## src/cdq_pkg.sv

```systemverilog
// shared constants, codes and control types for the circular deque
package cdq_pkg;

  localparam int DEPTH_DEF      = 16;
  localparam int DATA_WIDTH_DEF = 32;

  localparam int CAP_W   = 5;
  localparam int VALUE_W = 32;
  localparam int COUNT_W = 5;
  localparam int OP_W    = 2;
  localparam int STAT_W  = 2;

  localparam logic [CAP_W-1:0] CAP_RESET = 5'd16;

  localparam logic [OP_W-1:0] OP_PUSH_BACK  = 2'd0;
  localparam logic [OP_W-1:0] OP_PUSH_FRONT = 2'd1;
  localparam logic [OP_W-1:0] OP_POP_FRONT  = 2'd2;
  localparam logic [OP_W-1:0] OP_POP_BACK   = 2'd3;

  localparam logic [STAT_W-1:0] STAT_DONE      = 2'd0;
  localparam logic [STAT_W-1:0] STAT_OVERFLOW  = 2'd1;
  localparam logic [STAT_W-1:0] STAT_UNDERFLOW = 2'd2;

  typedef struct packed {
    logic load;
    logic exec;
    logic cfg_write;
  } cdq_cmd_t;

endpackage

```

## src/cdq_ctrl.sv

```systemverilog
// controller state machine: item accept, execute and result strobe
module cdq_ctrl
  import cdq_pkg::*;
(
  input  logic     clk,
  input  logic     rst,
  input  logic     start,
  output logic     busy,
  output logic     done,
  input  logic     cfg_valid,
  output logic     cfg_ready,
  output cdq_cmd_t cmd
);

  localparam logic [1:0] ST_IDLE = 2'd0;
  localparam logic [1:0] ST_EXEC = 2'd1;
  localparam logic [1:0] ST_DONE = 2'd2;

  logic [1:0] state;
  logic [1:0] state_next;
  logic       accept;

  assign busy      = rst || (state == ST_EXEC);
  assign cfg_ready = !rst && (state != ST_EXEC) && !start;
  assign accept    = start && !busy;
  assign done      = (state == ST_DONE);

  assign cmd.load      = accept;
  assign cmd.exec      = (state == ST_EXEC);
  assign cmd.cfg_write = cfg_valid && cfg_ready;

  always_comb begin
    state_next = state;
    case (state)
      ST_IDLE: begin
        if (accept) state_next = ST_EXEC;
      end
      ST_EXEC: begin
        state_next = ST_DONE;
      end
      ST_DONE: begin
        state_next = accept ? ST_EXEC : ST_IDLE;
      end
      default: begin
        state_next = ST_IDLE;
      end
    endcase
  end

  always_ff @(posedge clk) begin
    if (rst) begin
      state <= ST_IDLE;
    end else begin
      state <= state_next;
    end
  end

endmodule

```

## src/cdq_datapath.sv

```systemverilog
// datapath: ring store, head and tail pointers, count and result registers
module cdq_datapath
  import cdq_pkg::*;
#(
  parameter int DEPTH      = DEPTH_DEF,
  parameter int DATA_WIDTH = DATA_WIDTH_DEF
) (
  input  logic                      clk,
  input  logic                      rst,
  input  cdq_cmd_t                  cmd,
  input  logic        [OP_W-1:0]    opcode,
  input  logic signed [VALUE_W-1:0] push_value,
  input  logic        [CAP_W-1:0]   cfg_data,
  output logic        [STAT_W-1:0]  status,
  output logic signed [VALUE_W-1:0] popped_value,
  output logic        [COUNT_W-1:0] element_count
);

  localparam int IW = (DEPTH > 1) ? $clog2(DEPTH) : 1;
  localparam int AW = ((IW > CAP_W) ? IW : CAP_W) + 1;

  logic [DATA_WIDTH-1:0] mem [DEPTH];
  logic [DATA_WIDTH-1:0] rd_data;

  logic [CAP_W-1:0]   capacity;
  logic [IW-1:0]      head;
  logic [IW-1:0]      tail;
  logic               empty;
  logic [OP_W-1:0]    op;
  logic [VALUE_W-1:0] value;
  logic               pop_ok;

  logic [IW-1:0]      head_next;
  logic [IW-1:0]      tail_next;
  logic               empty_next;
  logic [STAT_W-1:0]  status_next;
  logic [COUNT_W-1:0] count_next;
  logic               pop_ok_next;
  logic               we;
  logic               re;
  logic [IW-1:0]      waddr;
  logic [IW-1:0]      raddr;

  logic [AW-1:0] cap_eff;
  logic [AW-1:0] h_ext;
  logic [AW-1:0] t_ext;
  logic [AW-1:0] h_inc;
  logic [AW-1:0] h_dec;
  logic [AW-1:0] t_inc;
  logic [AW-1:0] t_dec;
  logic [AW-1:0] count_now;
  logic          full;

  always_comb begin
    if (capacity == '0) begin
      cap_eff = AW'(1);
    end else if (32'(capacity) > 32'(DEPTH)) begin
      cap_eff = AW'(DEPTH);
    end else begin
      cap_eff = AW'(capacity);
    end
  end

  assign h_ext = AW'(head);
  assign t_ext = AW'(tail);
  assign h_inc = (h_ext + AW'(1) >= cap_eff) ? '0 : h_ext + AW'(1);
  assign t_inc = (t_ext + AW'(1) >= cap_eff) ? '0 : t_ext + AW'(1);
  assign h_dec = (h_ext == '0) ? cap_eff - AW'(1) : h_ext - AW'(1);
  assign t_dec = (t_ext == '0) ? cap_eff - AW'(1) : t_ext - AW'(1);

  always_comb begin
    if (empty) begin
      count_now = '0;
    end else if (t_ext >= h_ext) begin
      count_now = t_ext - h_ext + AW'(1);
    end else begin
      count_now = t_ext + cap_eff - h_ext + AW'(1);
    end
  end

  assign full = (count_now >= cap_eff);

  always_comb begin
    head_next   = head;
    tail_next   = tail;
    empty_next  = empty;
    status_next = STAT_DONE;
    count_next  = COUNT_W'(count_now);
    pop_ok_next = 1'b0;
    we          = 1'b0;
    re          = 1'b0;
    waddr       = '0;
    raddr       = head;
    case (op)
      OP_PUSH_BACK, OP_PUSH_FRONT: begin
        if (empty) begin
          head_next  = '0;
          tail_next  = '0;
          empty_next = 1'b0;
          we         = 1'b1;
          waddr      = '0;
          count_next = COUNT_W'(1);
        end else if (full) begin
          status_next = STAT_OVERFLOW;
        end else if (op == OP_PUSH_BACK) begin
          tail_next  = IW'(t_inc);
          we         = 1'b1;
          waddr      = IW'(t_inc);
          count_next = COUNT_W'(count_now + AW'(1));
        end else begin
          head_next  = IW'(h_dec);
          we         = 1'b1;
          waddr      = IW'(h_dec);
          count_next = COUNT_W'(count_now + AW'(1));
        end
      end
      OP_POP_FRONT, OP_POP_BACK: begin
        if (empty) begin
          status_next = STAT_UNDERFLOW;
        end else begin
          re          = 1'b1;
          pop_ok_next = 1'b1;
          raddr       = (op == OP_POP_FRONT) ? head : tail;
          count_next  = COUNT_W'(count_now - AW'(1));
          if (head == tail) begin
            head_next  = '0;
            tail_next  = '0;
            empty_next = 1'b1;
          end else if (op == OP_POP_FRONT) begin
            head_next = IW'(h_inc);
          end else begin
            tail_next = IW'(t_dec);
          end
        end
      end
      default: begin
        status_next = STAT_DONE;
      end
    endcase
  end

  always_ff @(posedge clk) begin
    if (cmd.exec && we) begin
      mem[waddr] <= DATA_WIDTH'(value);
    end
    if (cmd.exec && re) begin
      rd_data <= mem[raddr];
    end
  end

  always_ff @(posedge clk) begin
    if (cmd.load) begin
      op    <= opcode;
      value <= push_value;
    end
    if (cmd.exec) begin
      status        <= status_next;
      element_count <= count_next;
    end
  end

  always_ff @(posedge clk) begin
    if (rst) begin
      capacity <= CAP_RESET;
      head     <= '0;
      tail     <= '0;
      empty    <= 1'b1;
      pop_ok   <= 1'b0;
    end else if (cmd.cfg_write) begin
      capacity <= cfg_data;
      head     <= '0;
      tail     <= '0;
      empty    <= 1'b1;
    end else if (cmd.exec) begin
      head   <= head_next;
      tail   <= tail_next;
      empty  <= empty_next;
      pop_ok <= pop_ok_next;
    end
  end

  assign popped_value = pop_ok ? VALUE_W'(rd_data) : '0;

endmodule

```

## src/circular_deque.sv

```systemverilog
// top level of the circular deque: controller plus datapath
//
//   channel   | handshake                 | payload
//   ----------+---------------------------+------------------------------------
//   operation | start / busy              | opcode, push_value
//   result    | done (one-cycle strobe)   | status, popped_value, element_count
//   config    | cfg_valid / cfg_ready     | cfg_data (capacity)
//
// an item is accepted when start is high and busy is low; its result strobes in the DONE
// state, reached from the EXEC state, and a new item may be accepted in that same result
// cycle but not in EXEC, while busy is high and the slot memory read is registered
// synchronous reset empties the queue and sets capacity to 16; the slot memory is
// not cleared and needs no clearing pass
// the receiver cannot stall: every result is taken in its strobe cycle
module circular_deque
  import cdq_pkg::*;
#(
  parameter int DEPTH      = DEPTH_DEF,
  parameter int DATA_WIDTH = DATA_WIDTH_DEF
) (
  input  logic                      clk,
  input  logic                      rst,
  input  logic                      start,
  output logic                      busy,
  input  logic        [OP_W-1:0]    opcode,
  input  logic signed [VALUE_W-1:0] push_value,
  output logic                      done,
  output logic        [STAT_W-1:0]  status,
  output logic signed [VALUE_W-1:0] popped_value,
  output logic        [COUNT_W-1:0] element_count,
  input  logic                      cfg_valid,
  output logic                      cfg_ready,
  input  logic        [CAP_W-1:0]   cfg_data
);

  cdq_cmd_t cmd;

  cdq_ctrl u_ctrl (
    .clk       (clk),
    .rst       (rst),
    .start     (start),
    .busy      (busy),
    .done      (done),
    .cfg_valid (cfg_valid),
    .cfg_ready (cfg_ready),
    .cmd       (cmd)
  );

  cdq_datapath #(
    .DEPTH      (DEPTH),
    .DATA_WIDTH (DATA_WIDTH)
  ) u_dp (
    .clk           (clk),
    .rst           (rst),
    .cmd           (cmd),
    .opcode        (opcode),
    .push_value    (push_value),
    .cfg_data      (cfg_data),
    .status        (status),
    .popped_value  (popped_value),
    .element_count (element_count)
  );

endmodule

```

## config.mk

```make
export PLATFORM = sky130hd
export DESIGN_NAME = circular_deque
export DESIGN_NICKNAME = d
export VERILOG_FILES = /design/src/cdq_pkg.sv /design/src/cdq_ctrl.sv /design/src/cdq_datapath.sv /design/src/circular_deque.sv
export SDC_FILE = /design/constraint.sdc
export NUM_CORES = 1
export LEC_CHECK = 0
export ABC_AREA = 1
export BUFFER_PORTS_ARGS = -buffer_cell sky130_fd_sc_hd__buf_2
export CORE_MARGIN = 3
export CORE_UTILIZATION = 56
export CTS_CLUSTER_SIZE = 40
export DETAILED_ROUTE_END_ITERATION = 12
export HOLD_SLACK_MARGIN = 0.12
export PLACE_DENSITY = 0.8
export SLEW_MARGIN = 10
export SYNTH_ARGS = -nofsm -noshare
export SYNTH_HDL_FRONTEND = slang
export SYNTH_SLANG_ARGS = --single-unit
```

## constraint.sdc

```tcl
create_clock -name clk -period 6.4 [get_ports clk]
set_clock_uncertainty 0.15 [all_clocks]
set_input_delay 0.32 -clock clk [delete_from_list [all_inputs] [get_ports clk]]
set_output_delay 0.32 -clock clk [all_outputs]
set_load 0.1 [all_outputs]
```

-- Yosys cells after proc, flatten, opt, wreduce, memory -nomap -nowiden
Memories as Yosys holds them, arrays and structs flattened. A register that Yosys moved wholly into a read port is not among the register bits.
Cells that the tools add are included.
- bitwise gates (word level): 1
- reductions and logical operators: 21
- $lt $le $gt $ge: 5
- mux-type cells: 51
- eq/ne operators: 14
- $add $sub $neg: 12
- operators with widths (cell ; count):
    2-to-1 mux 4 bit ; 23
    2-to-1 mux 32 bit ; 1
    2-to-1 mux 5 bit ; 5
    case mux 4 bit (2 select lines) ; 2
    adder 6 x 1 -> 6 bit (second input constant) ; 2
    zero test 6 bit ; 2
    2-to-1 mux 6 bit ; 2
    subtractor 4 x 1 -> 4 bit (second input constant) ; 3
    2-to-1 mux 1 bit ; 11
    adder 4 x 1 -> 5 bit (second input constant) ; 2
    greater-or-equal comparator 5 bit ; 2
    case mux 5 bit (2 select lines) ; 1
    AND reduction 5 bit ; 2
    adder 4 x 5 -> 6 bit ; 1
    == test 2 bit (second input constant) ; 3
    greater-or-equal comparator 6 x 5 -> 1 bit ; 1
    logical AND 1 bit ; 6
    2-to-1 mux 2 bit ; 3
    inequality test 3 x 1 -> 1 bit (second input constant) ; 2
    inequality test 3 x 2 -> 1 bit (second input constant) ; 2
    case mux 2 bit (3 select lines) ; 1
    OR reduction 2 bit ; 3
    subtractor 6 x 4 -> 6 bit ; 1
    adder 5 x 1 -> 5 bit (second input constant) ; 1
    17 further kinds ; 22
- word-level logic and storage cells: 115
- RAM bits: 512
- register bits: 58
- input port bits: 43
- output and inout bits: 42
- memories: 1
- memories (memory ; words ; bits a word ; rd ports ; clocked after memory_dff ; write ports ; RTL line ; source):
    u_dp.mem ; 16 ; 32 ; 1 ; 1 ; 1 ; cdq_datapath.sv:22 ; logic [DATA_WIDTH-1:0] mem [DEPTH];

-- Logic depth before layout (Yosys ltp)
Gate-level depths: netlist of run 1.
- depth in word-level cells: 15
- gate-level depth with buffers: 27
- depth with buffers taken out: 26

-- Cells and area by module
Synthesis of run 1 repeated with hierarchy kept, for this count alone.
- cell total of the unflattened synthesis: 1962
- area total of the unflattened synthesis: 24825.1 µm²
- by module, submodules not included (module ; sequential area each (µm²) ; cells each ; times used ; area an instance (µm²)):
    cdq_datapath ; 17867.1 ; 1944 ; 1 ; 24699.9
    cdq_ctrl ; 40.0 ; 18 ; 1 ; 125.1

-- Least setup slack after synthesis of run 1
OpenSTA, ideal clock, no wires.
- kind: register to register
- start: register u_dp.capacity[2]
- end: memory u_dp.mem[7][0] (netlist bit) (enable)
- cell stages (with the launch flop): 23
- data required time: 5.829 ns
- path slack: 0.987 ns
- setup time: 0.421 ns
- buffers on the path: 1
- arrival time: 4.841 ns
- clock period less this slack: 5.413 ns
- path through: dfxtp_1 -> inv_1 -> nand3_1 -> nor2_1 -> o21ai_0 -> inv_1 -> fa_1 -> fa_1 -> xor2_1 -> o21ai_0 -> nor2_1 -> ha_1 -> a21boi_0 -> o31ai_1 -> inv_1 -> nand2_1 -> nand2_1 -> buf_6 -> clkinv_2 -> nand2_4 -> nor2_4 -> nand2_2 -> nor2_1
- word-level cells in the longest chain between the ends: 15
- elaborated cells on any way between the ends: 24
- classes of those cells: add/sub (4); order compare (3); mux (15); reduce/logical (2)
- ends and longest elaborated chain (element ; RTL line ; source):
    from (decl) ; cdq_datapath.sv:25 ; logic [CAP_W-1:0] capacity;
    from (signal assigned) ; cdq_datapath.sv:170 ; capacity <= cfg_data;
    greater-than comparator 5 bit ; cdq_datapath.sv:57 ; end else if (32'(capacity) > 32'(DEPTH)) begin
    2-to-1 mux 5 bit ; cdq_datapath.sv:57 ;
    2-to-1 mux 5 bit * ; cdq_datapath.sv:55 ; if (capacity == '0) begin
    adder 4 x 5 -> 6 bit ; cdq_datapath.sv:77 ; count_now = t_ext + cap_eff - h_ext + AW'(1);
    subtractor 6 x 4 -> 6 bit ; cdq_datapath.sv:77 ;
    adder 6 x 1 -> 6 bit ; cdq_datapath.sv:77 ;
    2-to-1 mux 6 bit ; cdq_datapath.sv:74 ; end else if (t_ext >= h_ext) begin
    2-to-1 mux 6 bit ; cdq_datapath.sv:72 ; if (empty) begin
    greater-or-equal comparator 6 x 5 -> 1 bit ; cdq_datapath.sv:81 ; assign full = (count_now >= cap_eff);
    2-to-1 mux 1 bit ; cdq_datapath.sv:103 ; end else if (full) begin
    2-to-1 mux 1 bit ; cdq_datapath.sv:96 ; if (empty) begin
    2-to-1 mux 1 bit ; cdq_datapath.sv:94 ; case (op)
    logical AND 1 bit ; cdq_datapath.sv:143 ; if (cmd.exec && we) begin
    2-to-1 mux 1 bit ; cdq_datapath.sv:143 ;
    2-to-1 mux 1 bit (not written as such) ; cdq_datapath.sv:144 ; mem[waddr] <= DATA_WIDTH'(value);
    to (decl) ; cdq_datapath.sv:22 ;
Mark *: on every way between the ends. The rest lies on a longest branch, timed or not.

-- Worst setup path after layout of run 1
- start: register u_dp.capacity[2]
- end: memory u_dp.mem[1][5] (netlist bit) (enable)
The elaborated chain is that of the path after synthesis.

==> impl_results.md, run 1 <==
- Commonest non-fill, non-tap cells in the layout: edfxtp_1, nor2_1, o21ai_0
- Area grow syn2layout: 14.4%
- CTS H-tree depth: 2
- Netlist cell types: 46
- Clk slew on worst S/H paths: 70 ps
- Crit path time final: 5840 ps
- Worst EP arrival: 6000 ps
- Placed cell area: 0.0261 sq mm
- Primary FF master, synth: edfxtp_1
- Max cap viols: 0
- Worst skew pair latency: 630 ps
- Dpl hpwl: 35600 microns
- HP Class: input port to flop
- Mean post-synth cell area: 12.6 sq um
- CTS tree: done
- Most used routing layer: met2
- PwrDens: 295 mW/mm^2
- Reg area: 0.0179 sq mm
- CTS Root Cell: clkbuf_16
- Largest net degree at the start of global routing: 155
- Yosys warns: 0
- Chip Height: 217 microns
- Layout cells sized above 1: 0.118
- Area occupied by multi-input gates: 0.00620 sq mm
- Met3 usage: 0.0454
- Via count: 16700
- First-pass GRT wire length: 94900 microns
- Most common cell after layout, fill and taps aside: edfxtp_1
- Global Route Usage Sum: 0.261
- Cells after DPL: 2572
- Tot Pwr: 8.41 mW
- Antenna Diode Count: 0
- Net Sw Frac: 0.229
- Core Area: 0.0436 sq mm
- Cell row count: 76
- Cells after synthesis: 1985
- Die Footprint: 0.0471 sq mm
- I/O Pins: 85
- Status: complete, no violations
- Number of global-route vias before repair: 16700
- Fmax: 171 MHz
- DR iter-0 viols: 2444
- Vias per cell: 6.13
- Drt pass-1 iters: 5
- Dpl ws: 697 ps
- Fin Setup TNS: 0 ps
- TritonCTS Buffers: 57
- Final hold vios: 0
- Initial Utilization: 0.573
- Sequential fraction of the synthesis area: 0.718
- LEAKAGE: 10.0 nW
- Final ANT Viol Nets: 0
- Power share of the clock group: 0.407
- Synth Net Count: 2065
- # fillers: 3099
- WL/cell: 22.6 microns
- PnR worst setup slack: 563 ps
- Peak fanout along the critical path: 17
- Grt total ovfl: 0
- Final Slew Violations: 0
- RePlAce Congestion: 0.900
- Synth area leader: edfxtp_1
- Number of synthesized register bits: 602
- M2 GR Usage: 0.432
- Worst-Margin Slew: 1210 ps
- Drt total wl: 61800 microns
- Critical path class: flop to flop
- Fin area: 0.0285 sq mm
- Cell Area, Synth: 0.0249 sq mm
- Synth area leaders: edfxtp_1, o21ai_0, nor2_1, o221ai_1, nand2_1
- Fin cells: 2729
- Clock buffer depth: 3
- Req. time, crit path: 6560 ps
- Met1 global-route usage: 0.349
- Final setup fails: 0
- Post-synth EDFFs: 585
- Maximum VDD drop: 0.000275 V
- Relative slew slack: 0.190
- Startpoint types: flop
- CTS resizes: 0
- Unrepaired setup endpoints after global routing: no
- Die width: 217 microns
- Combinational share of power: 0.071
- Final Cycle Share: 0.912
- Final nets: 2177
- Internal power: 6.49 mW
- Share of power burned in registers: 0.523
- Endpoint type of the worst setup path: flop
- Post-synth top area share: 0.704
- Sink Count: 602
- NetSw: 1.93 mW
- Initial antenna violation count: 1
- Port bufs: 84
- Async set-or-reset flop fraction in the synthesized netlist: 0
- # DRC: 0
[what timing repair did]
item / CTS / global route
endpoints found under the hold margin: 51 / 0
hold buffers: 51 / 0
setup buffers: 0 / 0
[critical path, stage by stage, from the launching register on]
cell      delay [ps]
dfxtp_1          340
inv_1             60
nand3_1           90
nor2_1            60
o21ai_0          320
inv_1            220
fa_1             470
fa_1             460
xor2_1           160
o21ai_0          290
nor2_1           160
ha_1             320
a21boi_0         260
o21ai_0          150
nand2_1           90
nand2_1           50
nand2_1          360
nor2_4            80
nand2_1          110
nand3_1          330
nor2_4           680
buf_4            300
[registers in the layout, summed over array words and instances (netlist names), 4 cells and up]
name                flops
u_dp.mem              512
u_dp.rd_data           32
u_dp.value             32
u_dp.capacity           5
u_dp.element_count      5
u_dp.head               4
u_dp.tail               4
[cells by family after synthesis]
logic type / synth area share
compound gates: 0.115
xor+xnor: 0.00457
fa+ha+maj: 0.0198
buf+inv: 0.0403
flops: 0.718
mux: 0.000401
simple gates: 0.101
[Yosys cell counts (3+ instances only)]
library cell  instances
a21oi_1              21
buf_2                29
buf_4                13
clkbuf_1             69
clkinv_1              3
dfxtp_1              17
edfxtp_1            585
fa_1                  4
ha_1                 33
inv_1               113
inv_2                 8
nand2_1             169
nand2_2               5
nand3_1              83
nand4_1              10
nand4_2               3
nor2_1              324
nor2_2                3
nor2_4                3
o211ai_1              7
o21ai_0             260
o21ai_1              54
o21ai_2               3
o21bai_1              3
o221ai_1             92
o22ai_1              36
xor2_1               11
[power by group through the flow]
| stage | combinational (mW) | sequential, mW | clock, mW |
|---|---|---|---|
| final | 0.594 | 4.40 | 3.42 |
| after floorplan | 0.380 | 4.47 | 0 |
| after detailed placement | 0.557 | 4.48 | 0 |
| after CTS | 0.586 | 4.40 | 3.45 |
| after global placement | 0.542 | 4.48 | 0 |
| after global routing | 0.654 | 4.40 | 3.60 |
[worst paths after layout]
path | endpoint | start | depth (start not counted) | slack, ps
max | u_dp.mem[1][5] | u_dp.capacity[2] | 21 | 560
min | u_dp.value[15] | push_value[15] | 2 | 260
max reg2reg | u_dp.mem[1][5] | u_dp.capacity[2] | 21 | 560
min reg2reg | u_ctrl.state[0] | u_ctrl.state[0] | 1 | 340
[final cells by class]
type,instances,area share
inverter,126,0.0169
sequential,602,0.628
multi-input combinational,1143,0.217
clock inverter,38,0.0147
clock buffer,68,0.0515
timing repair buffer,167,0.0459
tap,585,0.0257
[metal layers]
layer / vias to the layer above / share of wire
met4: 2 / 0.035
met3: 167 / 0.092
met5: - / 0.00019
li1: 7479 / -
met2: 968 / 0.48
met1: 8111 / 0.39
[per-stage QoR]
step                      hold slack [ps]   util
after global placement                286  0.600
final                                 256  0.655
after detailed placement              312  0.600
after floorplan                       242      -
after global routing                  253  0.655
after CTS                             225  0.655
Power figures use the tool's default switching activity.
==> run 2: changes to the inputs <==
--- a/config.mk
+++ b/config.mk
@@ -14,3 +14,3 @@
 export HOLD_SLACK_MARGIN = 0.12
-export PLACE_DENSITY = 0.8
+export PLACE_DENSITY = 0.76
 export SLEW_MARGIN = 10
==> constraint.sdc (replaced) <==
create_clock -name clk -period 6.41 [get_ports clk]
set_clock_uncertainty 0.15 [all_clocks]
set_input_delay 0.9615 -clock clk [delete_from_list [all_inputs] [get_ports clk]]
set_output_delay 0.9615 -clock clk [all_outputs]
set_load 0.1 [all_outputs]
==> run 2 against run 1 <==
Effect of this change:
- maximum frequency is 1.8% higher
- sequential share of layout area is 1.2 points higher
- setup slack better by 120 ps
- clock-buffer cell count is 5 lower
- hold slack better by 50 ps
- first-iteration DRC count is 20% lower
- clock power is 1% lower
- die area stayed put
- critical path type unchanged
- register-to-register slack better by 120 ps
- non-clock buffer count is 50 lower
- critical path depth is 1 lower
==> impl_results.md, run 2 (synthesis results as in run 1) <==
- Relative slew slack: 0.335 (+0.146)
- Crit path time final: 5730 ps (-105 ps)
- WL/cell: 22.7 microns (about the same)
- CTS Root Cell: clkbuf_16
- Die width: 217 microns (unchanged)
- Core Area: 0.0436 sq mm (unchanged)
- TritonCTS Buffers: 57 (unchanged)
- I/O Pins: 85 (unchanged)
- Final hold vios: 0 (unchanged)
- Clk slew on worst S/H paths: 60 ps (about the same)
- Slowest cell delay on critical path: 590 ps (-90 ps)
- Crit path from: u_dp.capacity[2]
- CTS H-tree depth: 2 (unchanged)
- HP Class: flop to flop
- Tot Pwr: 8.33 mW (-0.96%)
- Reg-to-Reg Start: u_dp.capacity[2]
- Hold path startpoint: u_ctrl.state[0]
- Cell row count: 76 (unchanged)
- Worst EP arrival: 5900 ps (-100 ps)
- Top flop regs: u_dp.mem: 512 flops, u_dp.rd_data: 32 flops, u_dp.value: 32 flops
- Peak fanout along the critical path: 19 (+2)
- Final setup fails: 0 (unchanged)
- Critical path class: flop to flop
- Clock buffer depth: 3 (unchanged)
- Final ANT Viol Nets: 0 (unchanged)
- Largest register FFs: 512 (unchanged)
- Met3 WL: 5190 microns (-9.1%)
- Largest net degree at the start of global routing: 115 (-26%)
- Buf/Inv on CP: 4 (+1)
- Drt pass-1 iters: 6 (+1)
- Number of post-CTS setup repair buffers: 0 (unchanged)
- Dpl hpwl: 35700 microns (+0.21%)
- Global Route Usage Sum: 0.259 (-0.00170)
- Fmax: 174 MHz (+1.8%)
- Number of global-route vias before repair: 16400 (-1.7%)
- Commonest non-fill, non-tap cells in the layout: edfxtp_1, nor2_1, o21ai_0
- Max cap viols: 0 (unchanged)
- Final Slew Violations: 0 (unchanged)
- RePlAce Congestion: 0.891 (-1.0%)
- Critical path, cell by cell: inv_1, nand3_1, nor2_1, o21ai_0, inv_1, fa_1, fa_1, xor2_1, o21ai_0, nor2_1, ha_1, a21boi_0, o31ai_1, inv_1, nand2_1, nand2_1, nor2_2, nand3_1, nor2_4, buf_12
- Final nets: 2127 (-2.3%)
- Grt total ovfl: 0 (unchanged)
- Hold_ws: 306 ps (+50.2 ps)
- Port bufs: 84 (unchanged)
- Initial Utilization: 0.573 (unchanged)
- # hold bufs at CTS: 0 (-100%)
- Final Cycle Share: 0.894 (-0.0179)
- Worst-Margin Slew: 996 ps (-218 ps)
- Req. time, crit path: 6580 ps (+20 ps)
- Met2 WL post-DR: 29500 microns (-0.92%)
- WL met1: 24000 microns (-0.40%)
- Most common cell after layout, fill and taps aside: edfxtp_1
- Fin Setup TNS: 0 ps (unchanged)
- Sink Count: 602 (unchanged)
- Initial antenna violation count: 1 (unchanged)
- # DRC: 0 (unchanged)
- Via count: 16500 (-1.5%)
- Largest delay share family, worst path: simple AND/OR/NAND/NOR gates
- Area grow syn2layout: 12.2%
- Die Footprint: 0.0471 sq mm (unchanged)
- Startpoint types: flop
- LEAKAGE: 9.82 nW (-2.2%)
- Vias per cell: 6.15 (+0.33%)
- Worst skew pair latency: 630 ps (about the same)
- Endpoint type of the worst setup path: flop
- CTS tree: done
- Antenna Diode Count: 0 (unchanged)
- CP most frequent cell: inv_1
- First-pass GRT wire length: 93900 microns (-1.1%)
- Most flop-heavy register: u_dp.mem
- Slowest cell on crit path: nor2_4
- Unrepaired setup endpoints after global routing: no
- CTS resizes: 0 (unchanged)
- Top Metal Used: met4
- DR iter-0 viols: 1965 (-20%)
- Status: complete, no violations
- Layout cells sized above 1: 0.123 (+0.00521)
- Drt total wl: 60700 microns (-1.8%)
- Chip Height: 217 microns (unchanged)
- Maximum VDD drop: 0.000274 V (-0.66%)
- PwrDens: 298 mW/mm^2 (+0.97%)
## run 2: changes by cell type in the layout (fill, tap and decap cells not counted), sizes merged
cell         before  now
buf             116  117
bufinv            8    7
clkbuf           68   63
clkinv           26   33
dlygate4sd3      51    0
inv             125  124
## run 2: area by class of cell
cell class,instances,area [sq um]
repair buffers,117,781
multi-input cells,1143,6200
inverters,126,482
well taps,585,732
flip-flops and latches,602,17900
fillers,3234,15600
clock buffers,63,1450
clock inverters,43,420
## run 2: worst register-to-register path: cells and delay by family, from the launching register on
| kind | cells | cell delay [ps] |
|---|---|---|
| AOI/OAI and AO/OA | 4 | 1020 |
| buffers and inverters | 4 | 610 |
| xor gates and xnor gates | 1 | 160 |
| adders and majority gates | 3 | 1260 |
| DFF | 1 | 330 |
| and+or+nand+nor | 8 | 1870 |
## run 2: power breakdown
group	switching (mW)	internal [mW]	total, mW
combinational	0.408	0.158	0.566
sequential	0.0548	4.34	4.39
clock	1.46	1.92	3.38
## run 2: final timing paths
path,end,slack [ps],cells past startpoint
max reg2reg,u_dp.mem[13][8],680,20
min,u_ctrl.state[0],310,1
max,u_dp.mem[13][8],680,20
min reg2reg,u_ctrl.state[0],310,1
## run 2: per-layer routing
layer,up-vias,GRT usage
li1,7385,-
met1,8073,0.354
met2,872,0.424
met3,145,0.0412
met4,0,0.102
met5,-,0
## run 2: metrics by stage
stage | cells | utilization | instance area [sq um] | worst slack, ps
final | 2679 | 0.642 | 28000 | 678
after global routing | 2679 | 0.642 | 28000 | 236
after global placement | 2573 | 0.599 | 26100 | 997
after detailed placement | 2573 | 0.599 | 26100 | 779
after CTS | 2679 | 0.642 | 28000 | 722
after floorplan | 1985 | - | 24900 | 997
